File: config.mk
export PLATFORM = sky130hd
export DESIGN_NAME = rmap_transaction_tracker
export DESIGN_NICKNAME = d
export VERILOG_FILES = /design/src/rtl/core/rmap_tt_pkg.sv /design/src/rtl/core/rmap_transaction_tracker.sv /design/src/rtl/core/rmap_tt_poll.sv /design/src/rtl/core/rmap_tt_core.sv
export SDC_FILE = /design/constraint.sdc
export NUM_CORES = 1
export LEC_CHECK = 0
export BUFFER_PORTS_ARGS = -buffer_cell sky130_fd_sc_hd__buf_4
export CORE_UTILIZATION = 35
export DETAILED_ROUTE_END_ITERATION = 6
export GPL_TIMING_DRIVEN = 0
export SKIP_LAST_GASP = 1
export SYNTH_ARGS = -nofsm -noshare
export SYNTH_HDL_FRONTEND = slang
export SYNTH_SLANG_ARGS = --single-unit
File: constraint.sdc
create_clock -name clk -period 5.1 [get_ports clk]
set_clock_uncertainty 0.1 [all_clocks]
set_input_delay 1.02 -clock clk [delete_from_list [all_inputs] [get_ports clk]]
set_output_delay 1.02 -clock clk [all_outputs]
set_load 0.02 [all_outputs]
File: src/rtl/core/rmap_tt_pkg.sv
`default_nettype none

package rmap_tt_pkg;

    // Field widths
    localparam int unsigned STATUS_W = 5;
    localparam int unsigned TID_W    = 16;
    localparam int unsigned LEN_W    = 24;

    // Item modes
    localparam logic [1:0] MODE_WRITE = 2'd0;
    localparam logic [1:0] MODE_READ  = 2'd1;
    localparam logic [1:0] MODE_POLL  = 2'd2;
    localparam logic [1:0] MODE_LINK  = 2'd3;

    // Link reset outcomes
    localparam logic [1:0] LINK_RUNNING     = 2'd0;
    localparam logic [1:0] LINK_INIT_FAILED = 2'd1;

    // Transmit check results
    localparam logic [1:0] TX_BUSY = 2'd0;
    localparam logic [1:0] TX_DONE = 2'd1;

    // Reply packet kinds
    localparam logic [1:0] KIND_WRITE_REPLY = 2'd1;
    localparam logic [1:0] KIND_READ_REPLY  = 2'd2;

    // Status codes
    localparam logic [4:0] ST_OK             = 5'd0;
    localparam logic [4:0] ST_SENDING        = 5'd1;
    localparam logic [4:0] ST_RECEIVING      = 5'd2;
    localparam logic [4:0] ST_TX_LINK        = 5'd3;
    localparam logic [4:0] ST_RX_EEP         = 5'd4;
    localparam logic [4:0] ST_RX_TRUNC       = 5'd5;
    localparam logic [4:0] ST_RX_DCRC        = 5'd6;
    localparam logic [4:0] ST_RX_HCRC        = 5'd7;
    localparam logic [4:0] ST_UNPARSABLE     = 5'd8;
    localparam logic [4:0] ST_UNEXPECTED     = 5'd9;
    localparam logic [4:0] ST_TID_MISMATCH   = 5'd10;
    localparam logic [4:0] ST_REMOTE_LOW     = 5'd11;
    localparam logic [4:0] ST_REMOTE_HIGH    = 5'd18;
    localparam logic [4:0] ST_REMOTE_UNKNOWN = 5'd22;
    localparam logic [4:0] ST_LEN_MISMATCH   = 5'd23;
    localparam logic [4:0] ST_INIT           = 5'd24;
    localparam logic [4:0] ST_DISCONNECTED   = 5'd25;

    // Remote status byte ranges that map to their own codes
    localparam logic [7:0] RSTAT_LOW_FIRST  = 8'd1;
    localparam logic [7:0] RSTAT_LOW_LAST   = 8'd7;
    localparam logic [7:0] RSTAT_HIGH_FIRST = 8'd9;
    localparam logic [7:0] RSTAT_HIGH_LAST  = 8'd12;

    // One input item
    typedef struct packed {
        logic [1:0]       mode;
        logic             request_ack;
        logic [LEN_W-1:0] request_len;
        logic [1:0]       link_result;
        logic [1:0]       tx_state;
        logic             rx_ended;
        logic [3:0]       rx_error_flags;
        logic             reply_parsed;
        logic [1:0]       reply_kind;
        logic [TID_W-1:0] reply_tid;
        logic [7:0]       reply_status;
        logic [LEN_W-1:0] reply_len;
    } item_t;

    // Tracked command state
    typedef struct packed {
        logic [STATUS_W-1:0] status;
        logic [TID_W-1:0]    tid;
        logic                is_read;
        logic                wants_ack;
        logic [LEN_W-1:0]    expected_len;
    } cmd_state_t;

    // One result item
    typedef struct packed {
        logic [STATUS_W-1:0] status;
        logic [TID_W-1:0]    tid;
    } result_t;

    // Map a link reset outcome to a status code
    function automatic logic [4:0] link_outcome(input logic [1:0] link);
        logic [4:0] code;
        if (link == LINK_RUNNING) begin
            code = ST_OK;
        end else if (link == LINK_INIT_FAILED) begin
            code = ST_INIT;
        end else begin
            code = ST_DISCONNECTED;
        end
        return code;
    endfunction

    // Map a remote status byte to a status code (skips the unused value eight)
    function automatic logic [4:0] remote_map(input logic [7:0] rstat);
        logic [4:0] code;
        if (rstat >= RSTAT_LOW_FIRST && rstat <= RSTAT_LOW_LAST) begin
            code = ST_REMOTE_LOW + 5'(rstat[3:0] - RSTAT_LOW_FIRST[3:0]);
        end else if (rstat >= RSTAT_HIGH_FIRST && rstat <= RSTAT_HIGH_LAST) begin
            code = ST_REMOTE_HIGH + 5'(rstat[3:0] - RSTAT_HIGH_FIRST[3:0]);
        end else begin
            code = ST_REMOTE_UNKNOWN;
        end
        return code;
    endfunction

endpackage

`default_nettype wire

File: src/rtl/core/rmap_transaction_tracker.sv
// Path: an accepted item is held in the input register, then its result is registered
//   in the result register; an output stall can hold it in either register.
// Throughput: one item per cycle unless out_stall backs up both stages.
// Reset: both pipeline stages empty, status disconnected, transaction id zero,
//   command type, ack request and expected length cleared.
`default_nettype none

module rmap_transaction_tracker #(
    parameter int unsigned TID_MAX = 65535
) (
    input  wire         clk,
    input  wire         rst_n,
    input  wire         in_valid,
    output logic        in_stall,
    input  wire  [1:0]  mode,
    input  wire         request_ack,
    input  wire  [23:0] request_len,
    input  wire  [1:0]  link_result,
    input  wire  [1:0]  tx_state,
    input  wire         rx_ended,
    input  wire  [3:0]  rx_error_flags,
    input  wire         reply_parsed,
    input  wire  [1:0]  reply_kind,
    input  wire  [15:0] reply_tid,
    input  wire  [7:0]  reply_status,
    input  wire  [23:0] reply_len,
    output logic        out_valid,
    input  wire         out_stall,
    output logic [4:0]  status,
    output logic [15:0] current_tid
);

    logic                    in_valid_reg;
    rmap_tt_pkg::item_t      item_reg;
    logic                    out_valid_reg;
    rmap_tt_pkg::result_t    result_reg;
    rmap_tt_pkg::result_t    result_next;
    rmap_tt_pkg::cmd_state_t state;
    logic                    out_ready;
    logic                    fire;

    // Result register can take a new item when empty or being drained
    assign out_ready = !out_valid_reg || !out_stall;
    assign fire      = in_valid_reg && out_ready;
    assign in_stall  = in_valid_reg && !out_ready;

    // Hold the input item until it moves into the result register
    always_ff @(posedge clk or negedge rst_n)
    begin
        if (!rst_n) begin
            in_valid_reg <= 1'b0;
        end else if (!in_stall) begin
            in_valid_reg <= in_valid;
        end
    end

    always_ff @(posedge clk)
    begin
        if (in_valid && !in_stall) begin
            item_reg.mode           <= mode;
            item_reg.request_ack    <= request_ack;
            item_reg.request_len    <= request_len;
            item_reg.link_result    <= link_result;
            item_reg.tx_state       <= tx_state;
            item_reg.rx_ended       <= rx_ended;
            item_reg.rx_error_flags <= rx_error_flags;
            item_reg.reply_parsed   <= reply_parsed;
            item_reg.reply_kind     <= reply_kind;
            item_reg.reply_tid      <= reply_tid;
            item_reg.reply_status   <= reply_status;
            item_reg.reply_len      <= reply_len;
        end
    end

    rmap_tt_core #(
        .TID_MAX (TID_MAX)
    ) u_core (
        .clk    (clk),
        .rst_n  (rst_n),
        .fire   (fire),
        .item   (item_reg),
        .state  (state),
        .result (result_next)
    );

    // Advance the result register
    always_ff @(posedge clk or negedge rst_n)
    begin
        if (!rst_n) begin
            out_valid_reg <= 1'b0;
        end else if (out_ready) begin
            out_valid_reg <= in_valid_reg;
        end
    end

    always_ff @(posedge clk)
    begin
        if (fire) begin
            result_reg <= result_next;
        end
    end

    assign out_valid   = out_valid_reg;
    assign status      = result_reg.status;
    assign current_tid = result_reg.tid;

    // Input stage only stalls when the result stage is full and blocked
    assert property (@(posedge clk) disable iff (!rst_n)
        in_stall |-> (out_valid_reg && out_stall))
        else $error("input stalled while result stage free");

    // An item leaving the input stage always shows up as a result
    assert property (@(posedge clk) disable iff (!rst_n)
        fire |=> out_valid_reg)
        else $error("item lost between stages");

    // Transaction id only moves when an item is processed
    assert property (@(posedge clk) disable iff (!rst_n)
        !fire |=> $stable(state.tid))
        else $error("transaction id changed without an item");

    // Tracked status always holds a defined code
    assert property (@(posedge clk) disable iff (!rst_n)
        state.status <= rmap_tt_pkg::ST_DISCONNECTED)
        else $error("tracked status out of range");

endmodule

`default_nettype wire

File: src/rtl/core/rmap_tt_poll.sv
`default_nettype none

module rmap_tt_poll (
    input  wire rmap_tt_pkg::cmd_state_t state,
    input  wire rmap_tt_pkg::item_t      item,
    output logic [rmap_tt_pkg::STATUS_W-1:0] poll_status
);

    logic [rmap_tt_pkg::STATUS_W-1:0] after_tx;
    logic                             kind_ok;

    // Resolve the transmit phase
    always_comb
    begin
        after_tx = state.status;
        if (state.status == rmap_tt_pkg::ST_SENDING) begin
            case (item.tx_state)
                rmap_tt_pkg::TX_BUSY: after_tx = rmap_tt_pkg::ST_SENDING;
                rmap_tt_pkg::TX_DONE: after_tx = state.wants_ack ? rmap_tt_pkg::ST_RECEIVING
                                                                 : rmap_tt_pkg::ST_OK;
                default:              after_tx = rmap_tt_pkg::ST_TX_LINK;
            endcase
        end
    end

    // Reply kind must match the command type
    assign kind_ok = (item.reply_kind == rmap_tt_pkg::KIND_WRITE_REPLY && !state.is_read) ||
                     (item.reply_kind == rmap_tt_pkg::KIND_READ_REPLY && state.is_read);

    // Resolve the receive phase in priority order
    always_comb
    begin
        poll_status = after_tx;
        if (after_tx == rmap_tt_pkg::ST_RECEIVING) begin
            if (!item.rx_ended) begin
                poll_status = rmap_tt_pkg::ST_RECEIVING;
            end else if (item.rx_error_flags[0]) begin
                poll_status = rmap_tt_pkg::ST_RX_EEP;
            end else if (item.rx_error_flags[1]) begin
                poll_status = rmap_tt_pkg::ST_RX_TRUNC;
            end else if (item.rx_error_flags[2]) begin
                poll_status = rmap_tt_pkg::ST_RX_DCRC;
            end else if (item.rx_error_flags[3]) begin
                poll_status = rmap_tt_pkg::ST_RX_HCRC;
            end else if (!item.reply_parsed) begin
                poll_status = rmap_tt_pkg::ST_UNPARSABLE;
            end else if (!kind_ok) begin
                poll_status = rmap_tt_pkg::ST_UNEXPECTED;
            end else if (item.reply_tid != state.tid) begin
                poll_status = rmap_tt_pkg::ST_TID_MISMATCH;
            end else if (item.reply_status != 8'd0) begin
                poll_status = rmap_tt_pkg::remote_map(item.reply_status);
            end else if (state.is_read && item.reply_len != state.expected_len) begin
                poll_status = rmap_tt_pkg::ST_LEN_MISMATCH;
            end else begin
                poll_status = rmap_tt_pkg::ST_OK;
            end
        end
    end

endmodule

`default_nettype wire

File: src/rtl/core/rmap_tt_core.sv
`default_nettype none

module rmap_tt_core #(
    parameter int unsigned TID_MAX = 65535
) (
    input  wire                          clk,
    input  wire                          rst_n,
    input  wire                          fire,
    input  wire rmap_tt_pkg::item_t      item,
    output rmap_tt_pkg::cmd_state_t      state,
    output rmap_tt_pkg::result_t         result
);

    rmap_tt_pkg::cmd_state_t          state_reg;
    rmap_tt_pkg::cmd_state_t          state_next;
    logic [rmap_tt_pkg::STATUS_W-1:0] poll_status;
    logic [rmap_tt_pkg::STATUS_W-1:0] pre_issue;
    logic [rmap_tt_pkg::STATUS_W-1:0] result_status;

    rmap_tt_poll u_poll (
        .state       (state_reg),
        .item        (item),
        .poll_status (poll_status)
    );

    // Apply link outcome first when the tracked status is not ok (failed or still in progress)
    assign pre_issue = (state_reg.status == rmap_tt_pkg::ST_OK)
                     ? rmap_tt_pkg::ST_OK
                     : rmap_tt_pkg::link_outcome(item.link_result);

    // Decide next state and the answer for this item
    always_comb
    begin
        state_next    = state_reg;
        result_status = state_reg.status;
        case (item.mode)
            rmap_tt_pkg::MODE_WRITE, rmap_tt_pkg::MODE_READ:
            begin
                if (pre_issue != rmap_tt_pkg::ST_OK) begin
                    state_next.status = pre_issue;
                    result_status     = pre_issue;
                end else begin
                    state_next.tid = (state_reg.tid == rmap_tt_pkg::TID_W'(TID_MAX))
                                   ? '0 : state_reg.tid + 1'b1;
                    state_next.is_read      = (item.mode == rmap_tt_pkg::MODE_READ);
                    state_next.wants_ack    = (item.mode == rmap_tt_pkg::MODE_READ) ||
                                              item.request_ack;
                    state_next.expected_len = item.request_len;
                    state_next.status       = rmap_tt_pkg::ST_SENDING;
                    result_status           = rmap_tt_pkg::ST_OK;
                end
            end
            rmap_tt_pkg::MODE_POLL:
            begin
                state_next.status = poll_status;
                result_status     = poll_status;
            end
            default:
            begin
                state_next.status = rmap_tt_pkg::link_outcome(item.link_result);
                result_status     = state_next.status;
            end
        endcase
    end

    // Hold tracked state, advance only when an item passes
    always_ff @(posedge clk or negedge rst_n)
    begin
        if (!rst_n) begin
            state_reg.status       <= rmap_tt_pkg::ST_DISCONNECTED;
            state_reg.tid          <= '0;
            state_reg.is_read      <= 1'b0;
            state_reg.wants_ack    <= 1'b0;
            state_reg.expected_len <= '0;
        end else if (fire) begin
            state_reg <= state_next;
        end
    end

    assign state         = state_reg;
    assign result.status = result_status;
    assign result.tid    = state_next.tid;

endmodule

`default_nettype wire

-- Yosys cells after proc, flatten, opt, wreduce, memory -nomap -nowiden
Index checks and enable logic that the tools add are counted.
- flip-flop bits (word level): 157
- bits in latches: 0
- memory bits (writable): 0
- memory bits (read-only): 0
- bits of input ports: 91
- output and inout bits: 23
- memories kept: 0
- $add $sub $neg: 5
- multiply operators: 0
- div/mod/pow operators: 0
- order comparisons: 4
- equal/unequal tests: 11
- shifts and indexed selects: 0
- multiplexer cells: 26
- bitwise gates (word level): 1
- reductions and logical operators: 24
- operators by type and width (operator ; count):
    $mux W5 ; 18
    $mux W42 ; 2
    $ne A24 B24 Y1 ; 1
    $pmux W5 S2 ; 2
    $add A16 B1 Y16 const B ; 1
    $eq A16 B16 Y1 const B ; 1
    $mux W16 ; 1
    $ne A16 B16 Y1 ; 1
    $eq A2 B1 Y1 const B ; 4
    $ge A8 B1 Y1 const B ; 1
    $ge A8 B4 Y1 const B ; 1
    $le A8 B3 Y1 const B ; 1
    $le A8 B4 Y1 const B ; 1
    $logic_and A1 B1 Y1 ; 8
    $reduce_bool A8 Y1 ; 1
    $logic_not A2 Y1 ; 3
    $add A4 B5 Y5 const A ; 1
    $add A5 B5 Y5 const A ; 1
    $eq A5 B1 Y1 const B ; 1
    $eq A5 B2 Y1 const B ; 1
    $logic_not A1 Y1 ; 5
    $logic_not A5 Y1 ; 1
    $reduce_bool A5 Y1 ; 1
    $sub A4 B1 Y5 const B ; 1
    other kinds (9) ; 12

-- Longest topological paths before layout
Gate-level depths: netlist of run 1.
- depth after elaboration: 15
- mapped depth: 8
- mapped depth without buffers: 8

-- Modules after synthesis
From an unflattened synthesis of run 1, not the netlist that was laid out.
- cell total of the unflattened synthesis: 477
- area, all modules: 6854.1 um^2
- by module, submodules not included (module ; instances ; cells an instance ; area an instance (um^2)):
    rmap_transaction_tracker ; 1 ; 116 ; 3335.7
    rmap_tt_core ; 1 ; 230 ; 2555.0
    rmap_tt_poll ; 1 ; 131 ; 963.4

-- Least setup slack after synthesis of run 1
OpenSTA, ideal clock, no wires.
- path type: input-to-reg
- from: in out_stall
- to: reg item_reg[0] in the netlist's numbering (enable)
- arrival: 3.153 ns
- required time: 4.545 ns
- slack: 1.391 ns
- stages: 2
- buffers on the path: 0
- path through: nand3_1 > and2_1
- word-level cells in the longest chain between the ends: 6
- RTL lines (element ; line ; source):
    start, declared ; rmap_transaction_tracker.sv:28 ; input wire out_stall,
    $logic_not A1 Y1 ; rmap_transaction_tracker.sv:43 ; assign out_ready = !out_valid_reg || !out_stall;
    $logic_or A1 B1 Y1 ; rmap_transaction_tracker.sv:43 ;
    $logic_not A1 Y1 ; rmap_transaction_tracker.sv:45 ; assign in_stall = in_valid_reg && !out_ready;
    $logic_and A1 B1 Y1 ; rmap_transaction_tracker.sv:45 ;
    $logic_not A1 Y1 ; rmap_transaction_tracker.sv:59 ; if (in_valid && !in_stall) begin
    $logic_and A1 B1 Y1 ; rmap_transaction_tracker.sv:59 ;
    end, declared ; rmap_transaction_tracker.sv:34 ; rmap_tt_pkg::item_t item_reg;
Every way passes these cells.
A chain may end at the register's enable or synchronous reset.

-- Final worst setup path of run 1
- from: in out_stall
- to: reg u_core.state_reg (netlist bit u_core.state[26])
- word-level cells in the longest chain between the ends: 3
- RTL lines (element ; line ; source):
    $logic_not A1 Y1 ; rmap_transaction_tracker.sv:43 ;
    $logic_or A1 B1 Y1 ; rmap_transaction_tracker.sv:43 ;
    $logic_and A1 B1 Y1 ; rmap_transaction_tracker.sv:44 ; assign fire = in_valid_reg && out_ready;
    named net fire ; rmap_transaction_tracker.sv:40 ; logic fire;
    end signal, assigned ; rmap_tt_core.sv:76 ; state_reg <= state_next;
    end, declared ; rmap_tt_core.sv:14 ; rmap_tt_pkg::cmd_state_t state_reg;
The timed path passes the listed nets, and every way through them passes these cells.

==> impl_metrics.py, run 1 <==
metrics = {
    "route": {
        "route.detailed.drc": 0,
        "firstDrtPassIters": 4,
        "ant_nets": 0,
        "wire_per_inst_um": 16.2,
        "dr_total_vias": 4183,
        "via_per_inst": 4.95,
        "drtIter0Drc": 197,
        "routed_wl_um": 13700,
    },
    "worst_setup_path": {
        "crit_type": "in2reg",
        "cp-start-kind": "input port",
        "cpMaxStageDelayCell": "clkinv_1",
        "crit_chain": "buf_4, nand2_1, nand2_1, clkinv_1, nand2_1, nor3_1, a21o_1",
        "crit_path_max_incr_delay_ps": 850,
        "cpMostUsedCell": "nand2_1",
        "end_kind": "flop",
        "crit_fanout": 30,
        "critPathLaunch": "out_stall",
        "worstReg2RegStart": "u_core.state[43]$_DFFE_PN0P_",
        "arrival_ps": 3020,
        "crit_required_ps": 5320,
    },
    "floorplanning": {
        "core_um2": 18300,
        "die_h_um": 140,
        "start_util_pct": 36.3,
        "die-area_um2": 19500,
        "die_width_um": 140,
        "placement_rows": 49,
        "io_pins": 114,
    },
    "power_and_ir_drop": {
        "seq_power_share_pct": 48.1,
        "leakagePower_nw": 3.35,
        "p_sw_uw": 894,
        "swShare_pct": 25.5,
        "clkPwrFrac_pct": 37.4,
        "internal_power_mw": 2.61,
        "pwr-share-comb_pct": 14.6,
        "power_per_cell_area_nw_per_um2": 417,
        "ir_drop_mv": 0.268,
    },
    "outcome": {
        "status": "finished clean",
    },
    "synthesis": {
        "ys.flop_type": "edfxtp_1",
        "syn_nets": 567,
        "syn_area_per_cell_um2": 14.1,
        "synth_area_um2": 6640,
        "ys_seq_elements": 157,
        "synth-edff-count": 108,
        "async_reset_ff_share_pct": 31.2,
        "synth_top_area_share_pct": 48.9,
        "synth_area_leader_cell": "edfxtp_1",
        "synth.area.top_cells": "edfxtp_1, dfrtp_1, xor2_1, mux2_2, xnor2_1",
        "ys_seq_area_share_pct": 67.4,
        "ys_warn_count": 0,
        "synth_cell_types": 60,
        "synth_cells": 470,
    },
    "cells_and_area": {
        "syn_to_final_growth_pct": 26.7,
        "fill_cells": 1643,
        "largest_reg_flops": 87,
        "diodes": 0,
        "fin_nets": 700,
        "drive_gt1_share_pct": 30.4,
    },
    "clocking": {
        "clock-sinks": 157,
        "htree_levels": 4,
        "numCtsBuffers": 17,
        "cts_hold_buffers": 0,
        "cts_setup_buffers": 0,
        "cts_buffer_depth": 2,
        "cts_tree": "yes",
        "cts-root-buf": "clkbuf_16",
        "path_clk_slew_ps": 60,
        "clk_latency_ps": 430,
        "ctsResizeCount": 0,
    },
    "global_route": {
        "grt_max_degree": 71,
        "grt_pass1_vias": 4211,
        "grtUsageMet2_pct": 23.3,
        "track_usage_pct": 14.7,
        "grt_util_met3_pct": 5.26,
        "grt-ovfl-total": 0,
        "gr-max-usage-layer": "met2",
        "grt_first_pass_wirelength_um": 21700,
        "grt_antenna_before_repair": 0,
        "use_met1_pct": 18.3,
    },
    "worst_hold_path": {
        "hold_path.class": "reg2reg",
        "hp-start": "item_reg[73]$_DFFE_PP_",
    },
    "timing": {
        "rsz0062_at_grt": "false",
        "fin_tns_setup_ps": 0,
        "hold_viol_final": 0,
        "worstMarginPinSlew_ps": 1030,
        "finalCritPeriodShare_pct": 55.0,
        "min_period_ps": 2810,
        "fin_ws_ps": 2290,
        "max-slew-margin-rel_pct": 31.1,
        "setup_viol": 0,
        "report.final.slew_viol_count": 0,
        "max_freq_mhz": 356,
    },
    "place": {
        "port_buffers": 113,
        "gp_congestion": 0.827,
        "hpwl_um": 9600,
        "place_ws_ps": 1730,
    },
    "run": {
        "cap_violations": 0,
    },
}
==> power by group through the flow <==
stage	sequential [mW]	clock, mW	combinational, mW
detailed placement	1.71	0	0.518
global placement	1.71	0	0.495
finish	1.68	1.31	0.510
global route	1.71	1.39	0.565
CTS	1.69	1.34	0.520
floorplan	1.71	0	0.320
==> layout make-up <==
type | count | area (um2) | share of cell area, %
sequential | 157 | 4470 | 53.2
multi-input combinational | 283 | 2030 | 24.2
timing repair buffer | 114 | 876 | 10.4
clock buffer | 19 | 433 | 5.15
tap | 229 | 287 | 3.41
clock inverter | 13 | 176 | 2.10
buffer | 18 | 87.6 | 1.04
inverter | 12 | 45.0 | 0.535
==> metal layers <==
metal,wire length [um],part of all wire (%)
met5,0,0
met4,262,1.9
met3,914,6.7
met2,6420,47
met1,6080,44
==> Yosys cell counts (10+ instances only) <==
library cell / count
clkbuf_1: 13
dfrtp_1: 46
edfxtp_1: 108
inv_1: 11
mux2_2: 25
nand2_1: 22
nand4_1: 12
nor2_1: 27
nor3_1: 10
nor4_1: 12
o21ai_0: 21
xnor2_1: 14
xor2_1: 45
==> worst paths after layout <==
check                           cells after the start                            to  slack [ps]
worst max-delay path                                7  u_core.state[26]$_DFFE_PN0P_        2290
worst min-delay path                                1  u_core.state[13]$_DFFE_PN0P_         380
worst max register to register                      7  u_core.state[10]$_DFFE_PN0P_        2490
worst min register to register                      1  u_core.state[13]$_DFFE_PN0P_         380
max in group asynchronous                           1         out_valid$_DFFE_PN0N_        3910
min in group asynchronous                           1  u_core.state[34]$_DFFE_PN0P_         530
==> cell usage in the layout, fill, tap and decap left out, types with 14 or more instances in the layout <==
master / count
dfrtp_1: 46
edfxtp_1: 108
xor2_1: 45
o21ai_0: 21
nor2_1: 27
xnor2_1: 14
clkbuf_16: 17
clkbuf_1: 15
mux2_2: 25
nand2_1: 22
buf_4: 114
==> critical path: cells and delay by family <==
kind            cells  cell delay, ps
buf+inv             2             930
simple gates        4             880
compound gates      1             160
==> stage by stage <==
stage / hold WS, ps / power (mW) / cells / area [um2] / util [%]
floorplan: 347 / 2.03 / 470 / 6640 / -
global placement: 356 / 2.21 / 812 / 7770 / 42.5
detailed placement: 361 / 2.23 / 813 / 7800 / 42.7
CTS: 379 / 3.55 / 845 / 8410 / 46.0
global route: 396 / 3.66 / 845 / 8410 / 46.0
finish: 377 / 3.51 / 845 / 8410 / 46.0
==> cell families (layout without fill, tap and decap cells) <==
| family | Yosys count | count (layout) | synth area share (%) |
|---|---|---|---|
| xor+xnor | 59 | 59 | 7.79 |
| flops | 157 | 157 | 67.4 |
| simple gates | 123 | 123 | 10.4 |
| buf+inv | 30 | 176 | 2.00 |
| fa+ha+maj | 6 | 6 | 1.13 |
| mux | 25 | 25 | 4.24 |
| compound gates | 70 | 70 | 7.03 |
No activity file was read; power rests on OpenSTA's default activity.
==> run 2, diff against run 1 <==
Clock period 5.1 ns to 2.3 ns, I/O delays scaled along.
==> run 2 against run 1 <==
Critical path depth increased by 1. Largest cell class unchanged. Routed wire length increased by 2.4%. Core utilization increased by 2.4 points. The run now ends with setup timing left. Clock power increased by 110%.
==> impl_metrics.py, run 2 (same netlist as run 1, synthesis figures left out) <==
metrics = {
    "power_and_ir_drop": {
        "power_per_cell_area_nw_per_um2": 888,
        "leakagePower_nw": 3.56,
        "ir_drop_mv": 0.535,
        "finalPower_mw": 7.85,
    },
    "cells_and_area": {
        "mostFrequentLayoutCell": "buf_4",
        "drive_gt1_share_pct": 38.6,
        "fin_util_pct": 48.4,
        "syn_to_final_growth_pct": 33.3,
        "fin_nets": 718,
        "diodes": 0,
        "final_cell_mix": "buf_4, edfxtp_1, xor2_1",
        "instances_no_fill": 863,
        "fill_cells": 1580,
        "largest_reg_flops": 87,
    },
    "clocking": {
        "path_clk_slew_ps": 70,
        "htree_levels": 4,
        "cts-root-buf": "clkbuf_16",
        "cts_tree": "yes",
        "cts_buffer_depth": 2,
        "clk_latency_ps": 430,
        "numCtsBuffers": 17,
        "clock-sinks": 157,
    },
    "route": {
        "routed_wl_um": 14000,
        "firstDrtPassIters": 4,
        "drtIter0Drc": 240,
        "ant_nets": 0,
        "via_per_inst": 4.92,
        "dr_total_vias": 4249,
        "route.detailed.drc": 0,
        "wire_per_inst_um": 16.2,
    },
    "worst_setup_path": {
        "cpMaxStageDelayCell": "or4_4",
        "crit_fanout": 5,
        "arrival_ps": 2630,
        "cp-start-kind": "flop",
        "crit_path_max_incr_delay_ps": 540,
        "crit_type": "reg2reg",
        "ff2ff_setup_slack_ps": -120,
        "crit_chain": "or4_4, o22a_4, or2_1, buf_6, nor2_8, buf_12, clkbuf_16, mux2_2",
        "crit_required_ps": 2510,
        "end_kind": "flop",
    },
    "timing": {
        "fin_ws_ps": -124,
        "setup_viol": 36,
        "report.final.slew_viol_count": 0,
        "worstMarginPinSlew_ps": 825,
        "max-slew-margin-rel_pct": 45.0,
        "rsz0062_at_grt": "true",
        "max_freq_mhz": 413,
        "timing.hold.ws_ps": 104,
        "hold_viol_final": 0,
        "min_period_ps": 2420,
        "finalCritPeriodShare_pct": 105,
    },
    "global_route": {
        "use_met1_pct": 18.3,
        "grt_first_pass_wirelength_um": 22200,
        "grtUsageMet2_pct": 24.0,
        "grt_antenna_before_repair": 0,
        "grt_pass1_vias": 4403,
        "gr-max-usage-layer": "met2",
        "grt_util_met3_pct": 4.82,
        "grt_max_degree": 72,
        "grt-ovfl-total": 0,
        "track_usage_pct": 14.9,
    },
    "floorplanning": {
        "placement_rows": 49,
        "io_pins": 114,
        "start_util_pct": 36.3,
        "die_h_um": 140,
        "die-area_um2": 19500,
        "die_width_um": 140,
        "core_um2": 18300,
    },
    "worst_hold_path": {
        "hold_path.class": "in2reg",
    },
    "place": {
        "dp.cells": 813,
        "port_buffers": 113,
        "gp_congestion": 0.850,
        "place_ws_ps": -483,
        "hpwl_um": 9560,
    },
    "outcome": {
        "violations": "setup timing",
        "status": "finished with violations",
    },
    "run": {
        "cap_violations": 0,
    },
}
## run 2: per-stage QoR
stage	TNS (ps)	cell area (um2)
CTS	-4820	8720
detailed placement	-13120	7810
floorplan	-508	6650
global placement	-48270	7780
finish	-2920	8850
global route	-6160	8850
## run 2: worst paths after layout
kind                                         startpoint                            to  cells after the start
hold / removal                             reply_len[5]         item_reg[5]$_DFFE_PP_                      1
setup / recovery           u_core.state[46]$_DFFE_PN1P_   u_core.state[8]$_DFFE_PN0P_                      8
max in group asynchronous                         rst_n  u_core.state[32]$_DFFE_PN0P_                      2
setup reg to reg           u_core.state[46]$_DFFE_PN1P_   u_core.state[8]$_DFFE_PN0P_                      8
min in group asynchronous                         rst_n  u_core.state[44]$_DFFE_PN0P_                      2
hold reg to reg                  item_reg[63]$_DFFE_PP_   u_core.state[3]$_DFFE_PN0P_                      1
## run 2: critical path: cells and delay by family, from the launching register on
family	cells	cell delay, ps
compound gates	1	220
buf+inv	3	410
flops	1	390
mux	1	320
simple gates	3	870
## run 2: layout make-up
type                            count  area [um2]  area share, %
Sequential cell                   157        4480           50.6
Tap cell                          229         287           3.24
Clock inverter                     13         148           1.67
Multi-Input combinational cell    283        2230           25.2
Clock buffer                       19         443           5.01
Buffer                             10        81.3          0.919
Inverter                           12        46.3          0.523
Timing Repair Buffer              140        1130           12.8
## run 2: where the power goes
group	internal [mW]	switching, mW
registers	3.48	0.287
logic	0.712	0.587
clock network	1.57	1.22
## run 2: per-layer routing
metal / up-vias / share of wire, %
met1: 2023 / 44
met5: - / 0
li1: 2057 / -
met2: 148 / 47
met4: 0 / 1.9
met3: 21 / 6.6
## run 2: timing repair
item | 4_1_cts | 5_1_grt
resized for setup | 40 | 30
buffers inserted | 16 | 8
hold buffers | 1 | 0
gates cloned | 1 | 1
pin swaps | 18 | 15
endpoints found under the hold margin | 25 | 0
endpoints found under the setup margin | 63 | 61
==> run 3, diff against run 2 <==
--- a/config.mk
+++ b/config.mk
@@ -8,4 +8,5 @@
 export BUFFER_PORTS_ARGS = -buffer_cell sky130_fd_sc_hd__buf_4
 export CORE_UTILIZATION = 35
+export CTS_CLUSTER_SIZE = 40
 export DETAILED_ROUTE_END_ITERATION = 6
 export GPL_TIMING_DRIVEN = 0
==> constraint.sdc (replaced) <==
create_clock -name clk -period 2.7 [get_ports clk]
set_clock_uncertainty 0.1 [all_clocks]
set_input_delay 0.54 -clock clk [delete_from_list [all_inputs] [get_ports clk]]
set_output_delay 0.54 -clock clk [all_outputs]
set_load 0.05 [all_outputs]
==> run 3 against run 2 <==
The run now ends clean. Die area unchanged. Combinational power decreased by 19%. Critical path type unchanged. Routed wire length decreased by 3.7%. Final area decreased by 5.4%. Core utilization down 2.6 points.
==> impl_metrics.py, run 3 (same netlist as run 1, synthesis figures left out) <==
metrics = {
    "timing": {
        "setup_viol": 0,
        "finalCritPeriodShare_pct": 96.7,
        "fin_tns_setup_ps": 0,
        "max_freq_mhz": 383,
        "rsz0062_at_grt": "true",
        "max-slew-margin-rel_pct": 30.1,
        "worstMarginPinSlew_ps": 1040,
        "hold_viol_final": 0,
        "fin_ws_ps": 88.6,
        "report.final.slew_viol_count": 0,
        "min_period_ps": 2610,
    },
    "global_route": {
        "grt_antenna_before_repair": 0,
        "grt_pass1_vias": 4214,
        "grt_max_degree": 70,
        "grt_first_pass_wirelength_um": 21700,
        "track_usage_pct": 14.6,
        "grt-ovfl-total": 0,
    },
    "cells_and_area": {
        "largest_reg_flops": 87,
        "fin_area_um2": 8370,
        "fill_cells": 1645,
        "mostFrequentLayoutCell": "buf_4",
        "syn_to_final_growth_pct": 26.1,
        "fin_nets": 698,
        "drive_gt1_share_pct": 30.8,
        "final_cell_mix": "buf_4, edfxtp_1, dfrtp_1",
        "diodes": 0,
    },
    "clocking": {
        "clk_latency_ps": 430,
        "cts_tree": "yes",
        "cts_hold_buffers": 0,
        "clock-sinks": 157,
        "cts_buffer_depth": 2,
        "path_clk_slew_ps": 60,
        "cts-root-buf": "clkbuf_16",
        "numCtsBuffers": 17,
        "htree_levels": 4,
    },
    "route": {
        "via_per_inst": 4.92,
        "route.detailed.drc": 0,
        "routed_wl_um": 13500,
        "ant_nets": 0,
        "firstDrtPassIters": 6,
        "dr_total_vias": 4147,
        "wire_per_inst_um": 16.0,
        "drtIter0Drc": 184,
    },
    "run": {
        "cap_violations": 0,
    },
    "worst_setup_path": {
        "crit_required_ps": 2910,
        "end_kind": "flop",
        "ff2ff_setup_slack_ps": 90,
        "critPathBufInv": 2,
        "crit_chain": "or4_4, o22a_2, or2_1, buf_4, nor2_8, buf_6, mux2_2",
        "cp-start-kind": "flop",
        "critPathLaunch": "u_core.state[43]$_DFFE_PN0P_",
        "crit_path_max_incr_delay_ps": 560,
        "worstReg2RegStart": "u_core.state[43]$_DFFE_PN0P_",
        "arrival_ps": 2820,
        "crit_family": "simple AND/OR/NAND/NOR gates",
        "reg2reg_depth": 7,
        "cpMaxStageDelayCell": "or4_4",
        "worstReg2RegEnd": "u_core.state[17]$_DFFE_PN0P_",
        "crit_fanout": 10,
        "crit_type": "reg2reg",
    },
    "power_and_ir_drop": {
        "pwr-share-comb_pct": 16.0,
        "power_per_cell_area_nw_per_um2": 782,
        "internal_power_mw": 4.78,
        "p_sw_mw": 1.77,
        "clkPwrFrac_pct": 35.4,
        "leakagePower_nw": 3.33,
        "swShare_pct": 27.1,
        "seq_power_share_pct": 48.6,
        "ir_drop_mv": 0.402,
    },
    "floorplanning": {
        "die-area_um2": 19500,
        "die_h_um": 140,
        "die_width_um": 140,
        "io_pins": 114,
        "placement_rows": 49,
        "core_um2": 18300,
        "start_util_pct": 36.3,
    },
    "place": {
        "gp_congestion": 0.842,
        "hpwl_um": 9500,
        "port_buffers": 113,
        "place_ws_ps": -171,
        "placed_area_um2": 7800,
    },
    "worst_hold_path": {
        "hold_path.class": "in2async",
    },
    "outcome": {
        "status": "finished clean",
    },
}
## run 3: cell types whose count changed in the layout (fill, tap and decap cells not counted), sizes merged
cell,change
buf,-23
inv,-3
dlygate4sd3,-1
clkbuf,+4
clkinv,+3
## run 3: power groups by stage
stage / combinational, mW / clock [mW] / sequential [mW]
finish: 1.05 / 2.32 / 3.18
global route: 1.13 / 2.49 / 3.23
CTS: 1.06 / 2.38 / 3.19
detailed placement: 1.06 / 0 / 3.23
global placement: 1.02 / 0 / 3.23
floorplan: 0.608 / 0 / 3.30
## run 3: area by class of cell
cell class              count  area [um2]  share of cell area [%]
multi-input cells         283        2030                    24.3
plain buffers              16        80.1                   0.956
clock inverters            13         131                    1.57
inverters                  12        48.8                   0.583
well taps                 229         287                    3.42
repair buffers            114         876                    10.5
clock buffers              19         443                    5.29
flip-flops and latches    157        4470                    53.4
## run 3: worst max-delay path by stage
stage                                   end  slack (ps)  depth (start not counted)
3_5_place_dp   u_core.state[26]$_DFFE_PN0P_        -170                          7
2_1_floorplan         item_reg[0]$_DFFE_PP_         290                          2
5_1_grt            current_tid[7]$_DFFE_PP_         -30                          6
4_1_cts        u_core.state[17]$_DFFE_PN0P_          40                          7
3_3_place_gp   u_core.state[26]$_DFFE_PN0P_        -150                          7
6_report       u_core.state[17]$_DFFE_PN0P_          90                          7
## run 3: repair_timing
item,in CTS,in global routing
gates resized for setup,0,1
setup endpoints to repair,0,28
buffers inserted,0,0
## run 3: layer usage
layer  up-vias  wire (um)  track usage, %
li1       2014          -               -
met2       122       6410            23.5
met3        17        800            4.82
met5         -          0               0
met1      1994       6090            18.5
met4         0        184            5.26
## run 3: stage by stage
| step | hold WS (ps) | power (mW) | util, % | instances |
|---|---|---|---|---|
| after floorplan | 144 | 3.90 | - | 470 |
| after global placement | 356 | 4.24 | 42.5 | 812 |
| after detailed placement | 365 | 4.29 | 42.7 | 813 |
| after CTS | 79.8 | 6.63 | 45.8 | 845 |
| after global routing | 111 | 6.85 | 45.8 | 843 |
| final | 61.3 | 6.55 | 45.8 | 843 |
## run 3: worst register-to-register path: stages, from the launching register on
cell,delay [ps]
dfrtp_1,410
or4_4,560
o22a_2,270
or2_1,230
buf_4,170
nor2_8,210
buf_6,200
mux2_2,350
